===== src/rtl/core/four_level_ordered_dither_macros.svh =====
// Assertion macros used by the dither top level.
`ifndef FOUR_LEVEL_ORDERED_DITHER_MACROS_SVH
`define FOUR_LEVEL_ORDERED_DITHER_MACROS_SVH

// Checked at every rising edge of clk while the block is out of reset.
`define OFD_ASSERT(label, prop, msg) \
  label: assert property (@(posedge clk) disable iff (!rst_n) prop) else $error(msg);

// Checked at every rising edge of clk, reset included.
`define OFD_ASSERT_ALWAYS(label, prop, msg) \
  label: assert property (@(posedge clk) prop) else $error(msg);

`endif


===== src/rtl/core/ofd_pkg.sv =====
// Types, register codes and constant tables of the four-level ordered dither.
package ofd_pkg;

  localparam int CFG_IDX_W  = 1;
  localparam int CFG_DATA_W = 3;

  localparam logic [CFG_IDX_W-1:0] REG_MATRIX_LOG2_SIZE = 1'd0;
  localparam logic [CFG_IDX_W-1:0] REG_USE_FIXED_MATRIX = 1'd1;

  typedef struct packed {
    logic [2:0] log2_size;
    logic       use_fixed;
  } ofd_cfg_t;

  // Output grey levels; LVL_1 to LVL_3 are also the threshold multipliers.
  localparam logic [7:0] LVL_0 = 8'd0;
  localparam logic [7:0] LVL_1 = 8'd85;
  localparam logic [7:0] LVL_2 = 8'd170;
  localparam logic [7:0] LVL_3 = 8'd255;

  // Bayer base quadrant code, indexed by (row bit, column bit).
  localparam logic [1:0] QUAD_CODE [2][2] = '{'{2'd0, 2'd2}, '{2'd3, 2'd1}};

  // Fixed 4x4 index matrix, indexed by (row mod 4, column mod 4).
  localparam logic [3:0] FIXED_TAB [4][4] = '{
    '{4'd14, 4'd10, 4'd11, 4'd15},
    '{4'd9,  4'd3,  4'd0,  4'd4},
    '{4'd8,  4'd2,  4'd1,  4'd5},
    '{4'd13, 4'd7,  4'd6,  4'd12}
  };

endpackage


===== src/rtl/core/ofd_index.sv =====
// Dither index lookup: recursive Bayer matrix or the fixed 4x4 matrix.
module ofd_index #(
  parameter int MAX_LOG2_SIZE = 4,
  parameter int ML            = (MAX_LOG2_SIZE < 2) ? 2 : MAX_LOG2_SIZE,
  parameter int LW            = $clog2(ML + 1)
) (
  input  ofd_pkg::ofd_cfg_t cfg,
  input  logic [ML-1:0]     row_lo,
  input  logic [ML-1:0]     col_lo,
  output logic [2*ML-1:0]   idx,
  output logic [LW-1:0]     lg
);
  import ofd_pkg::*;

  logic [2*MAX_LOG2_SIZE-1:0] idx_full;
  logic [LW-1:0]              lg_sat;
  logic [LW-1:0]              shamt;

  // Full-size Bayer index: row/column bit b lands in digit MAX-1-b.
  always_comb begin
    idx_full = '0;
    for (int b = 0; b < MAX_LOG2_SIZE; b++) begin
      idx_full[2*(MAX_LOG2_SIZE-1-b) +: 2] = QUAD_CODE[row_lo[b]][col_lo[b]];
    end
  end

  always_comb begin
    if (cfg.log2_size == 3'd0) begin
      lg_sat = LW'(1);
    end else if (32'(cfg.log2_size) > MAX_LOG2_SIZE) begin
      lg_sat = LW'(MAX_LOG2_SIZE);
    end else begin
      lg_sat = LW'(cfg.log2_size);
    end
  end

  // Dropping the unused low digits leaves the index of the smaller matrix.
  assign shamt = LW'(MAX_LOG2_SIZE) - lg_sat;

  always_comb begin
    if (cfg.use_fixed) begin
      idx = (2*ML)'(FIXED_TAB[row_lo[1:0]][col_lo[1:0]]);
      lg  = LW'(2);
    end else begin
      idx = (2*ML)'(idx_full >> {shamt, 1'b0});
      lg  = lg_sat;
    end
  end

endmodule


===== src/rtl/core/ofd_quant.sv =====
// Exact integer threshold compare that maps a pixel to one of four levels.
module ofd_quant #(
  parameter int ML = 4,
  parameter int LW = 3
) (
  input  logic [7:0]      pixel,
  input  logic [2*ML-1:0] idx,
  input  logic [LW-1:0]   lg,
  output logic [7:0]      level
);
  import ofd_pkg::*;

  localparam int CW = 2*ML + 9;

  logic [CW-1:0] lhs;
  logic [CW-1:0] odd;
  logic [CW-1:0] thr1;
  logic [CW-1:0] thr2;
  logic [CW-1:0] thr3;

  // 2 * N^2 * p is p shifted left by 2*lg+1.
  assign lhs  = CW'(pixel) << {lg, 1'b1};
  assign odd  = CW'({idx, 1'b1});
  assign thr1 = odd * CW'(LVL_1);
  assign thr2 = odd * CW'(LVL_2);
  assign thr3 = odd * CW'(LVL_3);

  always_comb begin
    if (lhs < thr1) begin
      level = LVL_0;
    end else if (lhs < thr2) begin
      level = LVL_1;
    end else if (lhs < thr3) begin
      level = LVL_2;
    end else begin
      level = LVL_3;
    end
  end

endmodule


===== src/rtl/core/four_level_ordered_dither.sv =====
// Top level of the four-level ordered dither: config, input and result registers.
//
//   Channel  Handshake             Payload
//   cfg      cfg_wr_en             cfg_index, cfg_wdata
//   in       in_valid / in_stall   in_pixel_value, in_row_index, in_column_index
//   out      out_valid / out_stall out_dithered_value
//
// One beat can be accepted every cycle while in_stall is low. An accepted beat is
// held in the input register, and its result then passes to the result register.
// The index lookup and the threshold compare sit between the input register
// and the result register, so that single stage sets the cycle time.
// Reset is synchronous and active low; it clears both valid flags and loads the
// register defaults (matrix side 2, Bayer matrix).
// The input stalls only when both the input and the result register hold a beat
// and the result is stalled, so a waiting result blocks an accept only once the
// input register behind it is full as well.
module four_level_ordered_dither #(
  parameter int MAX_LOG2_SIZE = 4,
  parameter int COORD_WIDTH   = 12
) (
  input  logic                           clk,
  input  logic                           rst_n,
  input  logic                           cfg_wr_en,
  input  logic [ofd_pkg::CFG_IDX_W-1:0]  cfg_index,
  input  logic [ofd_pkg::CFG_DATA_W-1:0] cfg_wdata,
  input  logic                           in_valid,
  output logic                           in_stall,
  input  logic [7:0]                     in_pixel_value,
  input  logic [COORD_WIDTH-1:0]         in_row_index,
  input  logic [COORD_WIDTH-1:0]         in_column_index,
  output logic                           out_valid,
  input  logic                           out_stall,
  output logic [7:0]                     out_dithered_value
);
  import ofd_pkg::*;

  `include "four_level_ordered_dither_macros.svh"

  // The fixed matrix needs a 4x4 side even when the Bayer side is smaller.
  localparam int ML = (MAX_LOG2_SIZE < 2) ? 2 : MAX_LOG2_SIZE;
  localparam int LW = $clog2(ML + 1);

  ofd_cfg_t cfg_r;
  ofd_cfg_t cfg_nxt;

  logic            a_vld_r;
  logic [7:0]      a_pix_r;
  logic [ML-1:0]   a_row_r;
  logic [ML-1:0]   a_col_r;
  logic            out_valid_r;
  logic [7:0]      out_val_r;

  logic [ML-1:0]   row_lo;
  logic [ML-1:0]   col_lo;
  logic [2*ML-1:0] idx;
  logic [LW-1:0]   lg;
  logic [7:0]      level;
  logic            a_load;
  logic            b_load;

  // Configuration writes. Only the register named by the index changes.
  always_comb begin
    cfg_nxt = cfg_r;
    if (cfg_wr_en) begin
      case (cfg_index)
        REG_MATRIX_LOG2_SIZE: cfg_nxt.log2_size = cfg_wdata[2:0];
        REG_USE_FIXED_MATRIX: cfg_nxt.use_fixed = cfg_wdata[0];
        default: cfg_nxt = cfg_r;
      endcase
    end
  end

  always_ff @(posedge clk) begin
    if (!rst_n) begin
      cfg_r <= '{log2_size: 3'd1, use_fixed: 1'b0};
    end else begin
      cfg_r <= cfg_nxt;
    end
  end

  // Only the low coordinate bits select the matrix position. Bits beyond the
  // coordinate width read as zero.
  for (genvar b = 0; b < ML; b++) begin : g_coord
    if (b < COORD_WIDTH) begin : g_used
      assign row_lo[b] = in_row_index[b];
      assign col_lo[b] = in_column_index[b];
    end else begin : g_zero
      assign row_lo[b] = 1'b0;
      assign col_lo[b] = 1'b0;
    end
  end

  // The result register loads a held beat whenever it is empty or being drained;
  // the input register loads a valid beat when its beat moves on or it is empty.
  assign b_load   = a_vld_r && (!out_valid_r || !out_stall);
  assign in_stall = a_vld_r && out_valid_r && out_stall;
  assign a_load   = in_valid && !in_stall;

  always_ff @(posedge clk) begin
    if (!rst_n) begin
      a_vld_r     <= 1'b0;
      out_valid_r <= 1'b0;
    end else begin
      if (a_load) begin
        a_vld_r <= 1'b1;
      end else if (b_load) begin
        a_vld_r <= 1'b0;
      end
      if (b_load) begin
        out_valid_r <= 1'b1;
      end else if (!out_stall) begin
        out_valid_r <= 1'b0;
      end
    end
  end

  always_ff @(posedge clk) begin
    if (a_load) begin
      a_pix_r <= in_pixel_value;
      a_row_r <= row_lo;
      a_col_r <= col_lo;
    end
    if (b_load) begin
      out_val_r <= level;
    end
  end

  ofd_index #(
    .MAX_LOG2_SIZE(MAX_LOG2_SIZE),
    .ML           (ML),
    .LW           (LW)
  ) u_index (
    .cfg   (cfg_r),
    .row_lo(a_row_r),
    .col_lo(a_col_r),
    .idx   (idx),
    .lg    (lg)
  );

  ofd_quant #(
    .ML(ML),
    .LW(LW)
  ) u_quant (
    .pixel(a_pix_r),
    .idx  (idx),
    .lg   (lg),
    .level(level)
  );

  assign out_valid          = out_valid_r;
  assign out_dithered_value = out_val_r;

  // A reset leaves no result pending.
  `OFD_ASSERT_ALWAYS(a_reset_empty, !rst_n |=> !out_valid_r, "result valid after reset")

  // Every result is one of the four grey levels.
  `OFD_ASSERT(a_level_set, out_valid_r |-> (out_val_r == LVL_0 || out_val_r == LVL_1 ||
    out_val_r == LVL_2 || out_val_r == LVL_3), "result is not a legal grey level")

  // Black stays black and white stays white whatever the matrix.
  `OFD_ASSERT(a_black, b_load && a_pix_r == 8'd0 |=> out_val_r == LVL_0, "black not kept")
  `OFD_ASSERT(a_white, b_load && a_pix_r == 8'd255 |=> out_val_r == LVL_3, "white not kept")

  // An accepted beat always occupies the input register on the next cycle.
  `OFD_ASSERT(a_accept_held, in_valid && !in_stall |=> a_vld_r, "accepted beat lost")

endmodule

===== config.mk =====
export PLATFORM = sky130hd
export DESIGN_NAME = four_level_ordered_dither
export DESIGN_NICKNAME = d
export VERILOG_FILES = /design/src/rtl/core/ofd_pkg.sv /design/src/rtl/core/ofd_index.sv /design/src/rtl/core/ofd_quant.sv /design/src/rtl/core/four_level_ordered_dither.sv
export VERILOG_INCLUDE_DIRS = /design/src /design/src/rtl/core
export SDC_FILE = /design/constraint.sdc
export NUM_CORES = 1
export LEC_CHECK = 0
export BUFFER_PORTS_ARGS = -buffer_cell sky130_fd_sc_hd__buf_2
export CAP_MARGIN = 10
export CORE_MARGIN = 3
export CORE_UTILIZATION = 63
export CTS_CLUSTER_SIZE = 24
export DETAILED_ROUTE_END_ITERATION = 10
export GPL_ROUTABILITY_DRIVEN = 0
export PLACE_DENSITY = 0.81
export SYNTH_ARGS = -nofsm -noshare
export SYNTH_HDL_FRONTEND = slang
export SYNTH_HIERARCHICAL = 1
export SYNTH_SLANG_ARGS = --single-unit

===== constraint.sdc =====
create_clock -name clk -period 8.8 [get_ports clk]
set_input_delay 0.44 -clock clk [delete_from_list [all_inputs] [get_ports clk]]
set_output_delay 0.44 -clock clk [all_outputs]
set_load 0.01 [all_outputs]

==> impl_metrics.ini, run 1 <==
[critical_path]
crit_arrival_ns = 7.47
cp_max_fo = 11
cp_common_cell = ha_1
cp_slowest_cell = fa_1
startpoint_type = flop
worstSetupPathType = flop to flop
critPathBufInv = 3
reg2reg_slack_ns = 1.33
required_ns = 8.81
regToRegStartpoint = cfg_r[3]
crit_family = adder cells
rr_endpoint = out_dithered_value[4]
end_kind = flop
path_cells = nand2b_1 > ha_1 > or3_4 > o211ai_2 > inv_1 > fa_1 > xor2_1 > ha_1 > fa_1 > inv_1 > fa_1 > inv_1 > ha_1 > o21ai_0 > nor2_1 > a21oi_1 > o2111a_1 > a311oi_1 > ha_1 > nand4_1 > a211oi_1 > a211oi_1 > a211oi_1
r2r_cells = 23
cpPeakStageDelay_ns = 0.78

[die]
die_w_um = 101
dieArea_sq_um = 10200
rows = 33
die_h_um = 101
initial_core_util_pct = 66.9
core_sq_um = 8460
ios = 51

[clock_tree]
post_cts_buffers = 0
htree_levels = 2
cts_buffer_depth = 2
cts_num_sinks = 30
cts.root.buffer_cell = clkbuf_8
clock_latency_ns = 0.27
cts_made_buffers = 5
cts_resized = 0
cts_tree = built
path_clk_slew_ns = 0.06
postCtsHoldBufs = 0

[timing]
fin_crit_ns = 7.47
hold_viol = 0
rsz0062_at_grt = no
fmax_mhz = 134
min_period_over_period_pct = 84.8
slew_viol_final = 0
finalSetupTns_ns = 0
fin_ws_ns = 1.33
tightest_slew_ns = 0.961
fin_hold_ws_ns = 0.338
fin_skew_ns = 0.00371
setup_viol = 0
max-slew-margin-rel_pct = 35.7

[grt]
grt.total_usage_pct = 26.1
first_global_vias = 4756
grt_pass1_wl_mm = 21.3
grt_max_degree = 16
antenna_found_initial = 0
overflow = 0

[drt]
drtIter0Drc = 167
drc = 0
routedWlPerCell_um = 16.5
ant_nets = 0
vias = 4552
drt-pass1-iter-count = 5
via_per_inst = 6.08
wirelength_mm = 12.3

[logic_synthesis]
synthCells = 611
synth_edf_count = 24
ys_ff_latch = 30
ys_types = 65
yosys_most_used_dff = edfxtp_1
syn_nets = 811
synth_warnings = 6
synthesis.area_sq_um = 5660
yosysSeqAreaShare_pct = 14.9
syn_area_per_cell_sq_um = 9.26
async_flop_share_pct = 0

[finish]
nNetsFinal = 843
diodes = 0
seq_area_sq_um = 841
final_cell_mix = ha_1 (118), inv_1 (103), fa_1 (41)
fin_util_pct = 70.7
fillers = 632
final_common_cell = ha_1
area_delta_synth_final_pct = 5.70
layout-drive-gt1-share_pct = 9.01
multi_input_comb_area_sq_um = 4330

[power_and_ir_drop]
irDropWorstVdd_v = 0.000185
power_leakage_nw = 3.20
powerDensity_nw_per_um2 = 308
power.total_mw = 1.84

[place]
place.port_buffers = 34
pre_cts_ws_ns = 1.37
place_hpwl_mm = 10.6

[run_status]
status = finished, final reports clean

[worst_hold_path]
hold-path-cell-count = 1
hold_path.class = input pin to flop
holdCritStartpoint = in_column_index[1]
min_to = a_col_r[1]

[flow_run]
maxCapViolCount = 0
-- through the flow --
stage | area, sq um | instances
after global routing | 5980 | 749
after floorplan | 5660 | 611
after detailed placement | 5900 | 740
after CTS | 5980 | 748
after global placement | 5900 | 740
final | 5980 | 749
-- registers in the layout, summed over array words and instances, names as in the netlist --
register and cells:
a_row_r 4, a_pix_r 8, a_vld_r 1, out_valid 1, out_dithered_value 8, cfg_r 4
a_col_r 4
-- worst reg2reg max path, stage by stage (launching register included) --
cell      delay (ns)
dfxtp_1         0.51
nand2b_1        0.35
ha_1            0.34
or3_4           0.43
o211ai_2        0.41
inv_1           0.17
fa_1            0.78
xor2_1          0.19
ha_1            0.27
fa_1            0.54
inv_1           0.05
fa_1            0.56
inv_1           0.05
ha_1            0.33
o21ai_0         0.23
nor2_1          0.08
a21oi_1         0.29
o2111a_1        0.23
a311oi_1        0.06
ha_1            0.34
nand4_1         0.10
a211oi_1        0.23
a211oi_1        0.15
a211oi_1        0.50
-- final cells by class --
cell class	instances	share of cell area [%]
inverter	103	6.46
tap	105	2.20
sequential	30	14.1
multi-input combinational	463	72.4
clock buffer	6	1.21
timing repair buffer	40	3.55
clock inverter	2	0.146
-- per-layer routing --
layer  global-route usage [%]  part of all wire (%)
met5                        0                     0
met4                     11.3                   3.7
met3                     2.35                   4.1
met2                     47.5                    50
met1                     31.0                    42
-- kinds of logic after synthesis --
family | synth area share, %
AOI/OAI and AO/OA | 16.0
xor gates and xnor gates | 4.49
adders and majority gates | 40.6
buffers and inverters | 8.64
DFF | 14.9
muxes | 3.07
and+or+nand+nor | 12.4
-- synth_stat cells, types with 3 or more instances --
master,n,area (sq um)
ha_1,118,1480
inv_1,103,387
fa_1,41,821
nand2_1,29,109
a21oi_1,25,125
edfxtp_1,24,721
nor2_1,22,82.6
o21ai_0,21,105
a21o_1,19,143
xnor2_1,17,149
nor2b_1,16,100
mux2i_1,14,140
a211oi_1,12,90.1
xor2_1,12,105
nor3_1,11,55.1
nand3_1,9,45.0
buf_4,8,60.1
nand2b_1,7,43.8
and2_1,6,37.5
and3_1,6,37.5
dfxtp_1,6,120
and4_1,5,43.8
nand4_1,5,31.3
a311oi_1,4,35.0
o22ai_1,4,25.0
clkbuf_1,3,11.3
nor3b_1,3,22.5
nor4_1,3,18.8
o211ai_1,3,22.5
o21a_1,3,22.5
o21ai_1,3,15.0
o21bai_1,3,22.5
o2bb2ai_1,3,26.3
-- worst max-delay path by stage --
stage / start / endpoint / slack (ns) / cells after the start
6_report: cfg_r[3] / out_dithered_value[4] / 1.33 / 23
5_1_grt: cfg_r[3] / out_dithered_value[4] / 0.75 / 23
4_1_cts: cfg_r[3] / out_dithered_value[6] / 1.34 / 23
3_5_place_dp: cfg_r[3] / out_dithered_value[6] / 1.37 / 23
3_3_place_gp: cfg_r[3] / out_dithered_value[2] / 1.58 / 24
2_1_floorplan: cfg_r[3] / out_dithered_value[2] / 1.92 / 28
-- power by group --
group	leakage [nW]	internal (mW)	total (mW)	switching, mW
combinational	2.88	0.645	1.56	0.911
sequential	0.282	0.179	0.188	0.00882
clock	0.0426	0.0541	0.100	0.0462
total	3.20	0.878	1.84	0.966
Power figures use the tool's default switching activity.
==> inputs of run 2 (changes only) <==
--- a/config.mk
+++ b/config.mk
@@ -6,6 +6,7 @@
 export SDC_FILE = /design/constraint.sdc
 export NUM_CORES = 1
 export LEC_CHECK = 0
+export ABC_AREA = 1
 export BUFFER_PORTS_ARGS = -buffer_cell sky130_fd_sc_hd__buf_2
 export CAP_MARGIN = 10
 export CORE_MARGIN = 3
==> constraint.sdc (replaced) <==
create_clock -name clk -period 7.5 [get_ports clk]
set_input_delay 0.375 -clock clk [delete_from_list [all_inputs] [get_ports clk]]
set_output_delay 0.375 -clock clk [all_outputs]
set_load 0.01 [all_outputs]
==> run 2 against run 1 <==
Sequential power grew 19%. Sequential share of layout area is essentially flat. Core utilization is essentially flat. Worst setup slack lost 0.59 ns. Die area shrank 0.40%. Via count grew 2.2%. Clock power grew 32%. Design area is essentially flat. Largest cell class unchanged. Largest power group unchanged.
==> impl_metrics.ini, run 2 <==
[clock_tree]
htree_levels = 2
cts_num_sinks = 30
cts_buffer_depth = 2
postCtsHoldBufs = 0
cts.root.buffer_cell = clkbuf_8
cts_made_buffers = 5
cts_resized = 0
cts_tree = built
clock_latency_ns = 0.28
post_cts_buffers = 0
path_clk_slew_ns = 0.07

[die]
rows = 33
dieArea_sq_um = 10100
die_w_um = 101
initial_core_util_pct = 66.6
core_sq_um = 8460
die_h_um = 101
ios = 51

[power_and_ir_drop]
power.total_mw = 2.64
power_leakage_nw = 3.38
powerDensity_nw_per_um2 = 442
irDropWorstVdd_v = 0.000316

[timing]
fin_crit_ns = 6.76
max-slew-margin-rel_pct = 44.0
rsz0062_at_grt = no
fin_skew_ns = 0.00891
tightest_slew_ns = 0.837
setup_viol = 0
finalSetupTns_ns = 0
min_period_over_period_pct = 90.1
fin_hold_ws_ns = 0.271
slew_viol_final = 0
fmax_mhz = 148
hold_viol = 0

[logic_synthesis]
synth_warnings = 6
yosys_most_used_dff = edfxtp_1
async_flop_share_pct = 0
synth.largest_area_cell = ha_1
syn_nets = 909
synthCells = 709
synth_commonest_cells = inv_1 (138), nand2_1 (132), ha_1 (118)
ys_ff_latch = 30
yosysMostFrequentCell = inv_1
post-synth-top-area-fraction_pct = 26.2
synth_edf_count = 24
syn_area_per_cell_sq_um = 7.95
synthTopCellsByArea = ha_1 (26%), fa_1 (15%), edfxtp_1 (13%)
ys_types = 44
synthesis.area_sq_um = 5640
yosysSeqAreaShare_pct = 14.9

[finish]
nNetsFinal = 944
fin_util_pct = 70.7
final_cell_mix = inv_1 (138), nand2_1 (132), ha_1 (118)
diodes = 0
fillers = 677
final_common_cell = inv_1
area_delta_synth_final_pct = 6.19
fin_area_sq_um = 5990
layout-drive-gt1-share_pct = 10.6

[grt]
antenna_found_initial = 0
overflow = 0
grt.total_usage_pct = 24.8
grt_pass1_wl_mm = 20.2
grt_max_degree = 17
first_global_vias = 4665

[worst_hold_path]
min_to = a_pix_r[1]
hold_path.class = input pin to flop
holdCritStartpoint = in_pixel_value[1]
hold-path-cell-count = 1

[critical_path]
required_ns = 7.60
reg2reg_slack_ns = 0.74
cp_slowest_cell = fa_1
cp_common_cell = nand2_1
end_kind = flop
crit_arrival_ns = 6.85
cpPeakStageDelay_ns = 0.84
startpoint_type = flop
r2r_cells = 34
cp_max_fo = 11
regToRegStartpoint = cfg_r[2]
rr_endpoint = out_dithered_value[0]
worstSetupPathType = flop to flop

[drt]
drtIter0Drc = 176
drc = 0
wirelength_mm = 11.8
vias = 4654
drt-pass1-iter-count = 4
routedWlPerCell_um = 13.9
via_per_inst = 5.48
ant_nets = 0

[place]
place.port_buffers = 34
placed_area_sq_um = 5890
place_hpwl_mm = 10.3

[flow_run]
maxCapViolCount = 0

[run_status]
status = finished, final reports clean
[run 2: changes by cell type after synthesis, moves of 16 or more]
cell	before	now
inv_1	103	138
a21oi_1	25	49
nand3_1	9	32
a21o_1	19	1
nor2b_1	16	0
nand2_1	29	132
[run 2: area by class of cell]
type,count,area (sq um),area share [%]
clock inverter,2,12.5,0.209
multi-input combinational,523,4160,69.5
timing repair buffer,39,208,3.47
sequential,30,841,14.0
clock buffer,6,82.6,1.38
inverter,145,552,9.22
tap,105,131,2.19
[run 2: layer usage]
layer	part of all wire, %	track usage, %
met1	43	29.5
met2	51	45.9
met3	3.4	1.94
met4	2.7	9.74
met5	0	0
[run 2: how the worst max path moves through the flow]
stage	startpoint	end	depth (start not counted)
floorplan	cfg_r[3]	out_dithered_value[2]	32
global placement	cfg_r[3]	out_dithered_value[0]	34
detailed placement	cfg_r[2]	out_dithered_value[0]	34
CTS	cfg_r[2]	out_dithered_value[0]	34
global route	cfg_r[2]	out_dithered_value[0]	34
finish	cfg_r[2]	out_dithered_value[0]	34
[run 2: worst max-delay path, delay by kind of cell, from the launching register on]
kind                     cells  cell delay (ns)
buffers and inverters        5             0.48
AND/OR/NAND/NOR             15             1.47
XOR/XNOR                     1             0.20
flip-flops                   1             0.43
AO/OA/AOI/OAI                6             0.97
adder cells (fa/ha/maj)      7             3.00
[run 2: kinds of logic (layout without fill, tap and decap cells)]
family	count (synthesis)	in the layout	synth area share (%)
XOR/XNOR	25	25	3.88
flip-flops	30	30	14.9
buffers and inverters	156	192	11.3
AO/OA/AOI/OAI	98	98	9.88
AND/OR/NAND/NOR	239	239	18.9
adder cells (fa/ha/maj)	159	159	40.8
multiplexers	2	2	0.355
[run 2: report_power, final]
group	switching [mW]	leakage, nW	internal (mW)
Sequential	0.00817	0.283	0.215
Combinational	1.38	3.05	0.909
Clock	0.0582	0.0472	0.0735
[run 2: stage by stage]
| stage | cells | setup slack, ns |
|---|---|---|
| global placement | 842 | 1.02 |
| floorplan | 709 | 1.23 |
| CTS | 850 | 0.787 |
| detailed placement | 842 | 0.804 |
| finish | 850 | 0.744 |
| global route | 850 | 0.293 |
==> inputs of run 3 (changes only) <==
--- a/config.mk
+++ b/config.mk
@@ -6,7 +6,7 @@
 export SDC_FILE = /design/constraint.sdc
 export NUM_CORES = 1
 export LEC_CHECK = 0
-export ABC_AREA = 1
+export ABC_AREA = 0
 export BUFFER_PORTS_ARGS = -buffer_cell sky130_fd_sc_hd__buf_2
 export CAP_MARGIN = 10
 export CORE_MARGIN = 3
==> run 3 against run 2 <==
Critical path depth fell by 9. Die area is 0.40% higher. Non-clock buffer count increased by 5. First-iteration DRC count up 23%. Critical endpoint is now out_dithered_value[6].
==> impl_metrics.ini, run 3 (synthesis gave the netlist of run 1 again) <==
[finish]
fin_area_sq_um = 6060
layout-drive-gt1-share_pct = 10.2
final_cell_mix = ha_1 (118), inv_1 (103), fa_1 (41)
nNetsFinal = 847
area_delta_synth_final_pct = 7.10
final_common_cell = ha_1
fin_util_pct = 71.6
diodes = 0

[power_and_ir_drop]
p_clk_share_pct = 6.8
switching_share_pct = 51.1
power_leakage_nw = 3.24
p_comb_share_pct = 83.3
irDropWorstVdd_v = 0.000234
powerDensity_nw_per_um2 = 370
p_switching_mw = 1.15
power.total_mw = 2.24
p_seq_share_pct = 9.9
p_int_mw = 1.10

[drt]
wirelength_mm = 12.3
drtIter0Drc = 216
routedWlPerCell_um = 16.3
ant_nets = 0
vias = 4515
drt-pass1-iter-count = 5
drc = 0
via_per_inst = 6.00

[critical_path]
worstSetupPathType = flop to flop
end_kind = flop
crit_arrival_ns = 7.04
startpoint_type = flop
r2r_cells = 25
cp_max_fo = 8
required_ns = 7.57

[grt]
first_global_vias = 4819
antenna_found_initial = 0
grt_pass1_wl_mm = 21.1
grt.total_usage_pct = 25.7
overflow = 0
grt_max_degree = 16

[flow_run]
maxCapViolCount = 0

[timing]
slew_viol_final = 0
max-slew-margin-rel_pct = 22.5
rsz0062_at_grt = no
fin_crit_ns = 6.97
fmax_mhz = 143
finalSetupTns_ns = 0
setup_viol = 0
min_period_over_period_pct = 92.9
hold_viol = 0
fin_skew_ns = 0.00661
tightest_slew_ns = 1.15

[clock_tree]
post_cts_buffers = 0
cts_made_buffers = 5
cts_buffer_depth = 2
cts.root.buffer_cell = clkbuf_8
cts_tree = built
htree_levels = 2
path_clk_slew_ns = 0.06
cts_num_sinks = 30
clock_latency_ns = 0.27
postCtsHoldBufs = 0
cts_resized = 0

[place]
place_hpwl_mm = 10.6
place.port_buffers = 34
placed_area_sq_um = 5930

[die]
die_w_um = 101
core_sq_um = 8460
initial_core_util_pct = 66.9
ios = 51
die_h_um = 101
dieArea_sq_um = 10200
rows = 33

[worst_hold_path]
hold_path.class = input pin to flop
hold-path-cell-count = 1

[run_status]
status = finished, final reports clean
run 3: changes by cell type in the layout (fill, tap and decap cells not counted), sizes merged, moves of 8 or more:
cell	change
inv	-42
a211oi	+8
nand2	-114
a21oi	-24
nand3	-26
nor2	-17
a21o	+18
mux2i	+12
nor2b	+17
run 3: critical path: stages (launching register included):
cell      delay, ns
dfxtp_1        0.42
nand2b_1       0.16
nand2b_1       0.21
ha_1           0.30
xor2_1         0.19
or3_4          0.39
o211ai_2       0.41
ha_1           0.21
inv_1          0.05
fa_1           0.53
inv_1          0.06
ha_1           0.36
inv_1          0.08
fa_1           0.51
inv_1          0.05
ha_1           0.34
o21ai_0        0.12
o21ai_0        0.29
nand2_1        0.16
a311oi_1       0.46
ha_1           0.33
a21o_1         0.16
a21o_1         0.17
a221o_1        0.34
a31o_1         0.20
a211oi_2       0.28
run 3: final timing paths:
| kind | slack [ns] | start | end |
|---|---|---|---|
| hold / removal | 0.28 | in_row_index[2] | a_row_r[2] |
| setup / recovery | 0.53 | cfg_r[1] | out_dithered_value[6] |
| setup reg to reg | 0.53 | cfg_r[1] | out_dithered_value[6] |
| hold reg to reg | 0.52 | a_vld_r | out_valid |
run 3: power groups by stage:
stage	Sequential [mW]	Combinational (mW)	Clock [mW]
floorplan	0.227	1.43	0
global placement	0.223	1.73	0
detailed placement	0.225	1.83	0
CTS	0.221	1.84	0.157
global route	0.224	2.13	0.165
finish	0.222	1.87	0.153
run 3: metrics by stage:
| step | hold WS, ns | setup WS [ns] | instances |
|---|---|---|---|
| floorplan | 0.447 | 0.622 | 611 |
| global placement | 0.493 | 0.445 | 745 |
| detailed placement | 0.522 | 0.405 | 745 |
| CTS | 0.267 | 0.364 | 753 |
| global route | 0.265 | 0.0485 | 753 |
| finish | 0.276 | 0.530 | 753 |
run 3: final cells by class:
cell class              count  area, sq um
multi-input cells         463         4350
fillers                   632         2400
well taps                 105          131
clock inverters             3         40.0
repair buffers             44          245
flip-flops and latches     30          841
inverters                 103          387
clock buffers               5         68.8
run 3: routing by layer:
metal | vias up | wire, um | GRT usage [%] | share of wire [%]
li1 | 2214 | - | - | -
met1 | 2152 | 5100 | 30.2 | 41
met2 | 123 | 6220 | 47.6 | 51
met3 | 26 | 626 | 3.04 | 5.1
met4 | 0 | 349 | 9.22 | 2.8
met5 | - | 0 | 0 | 0
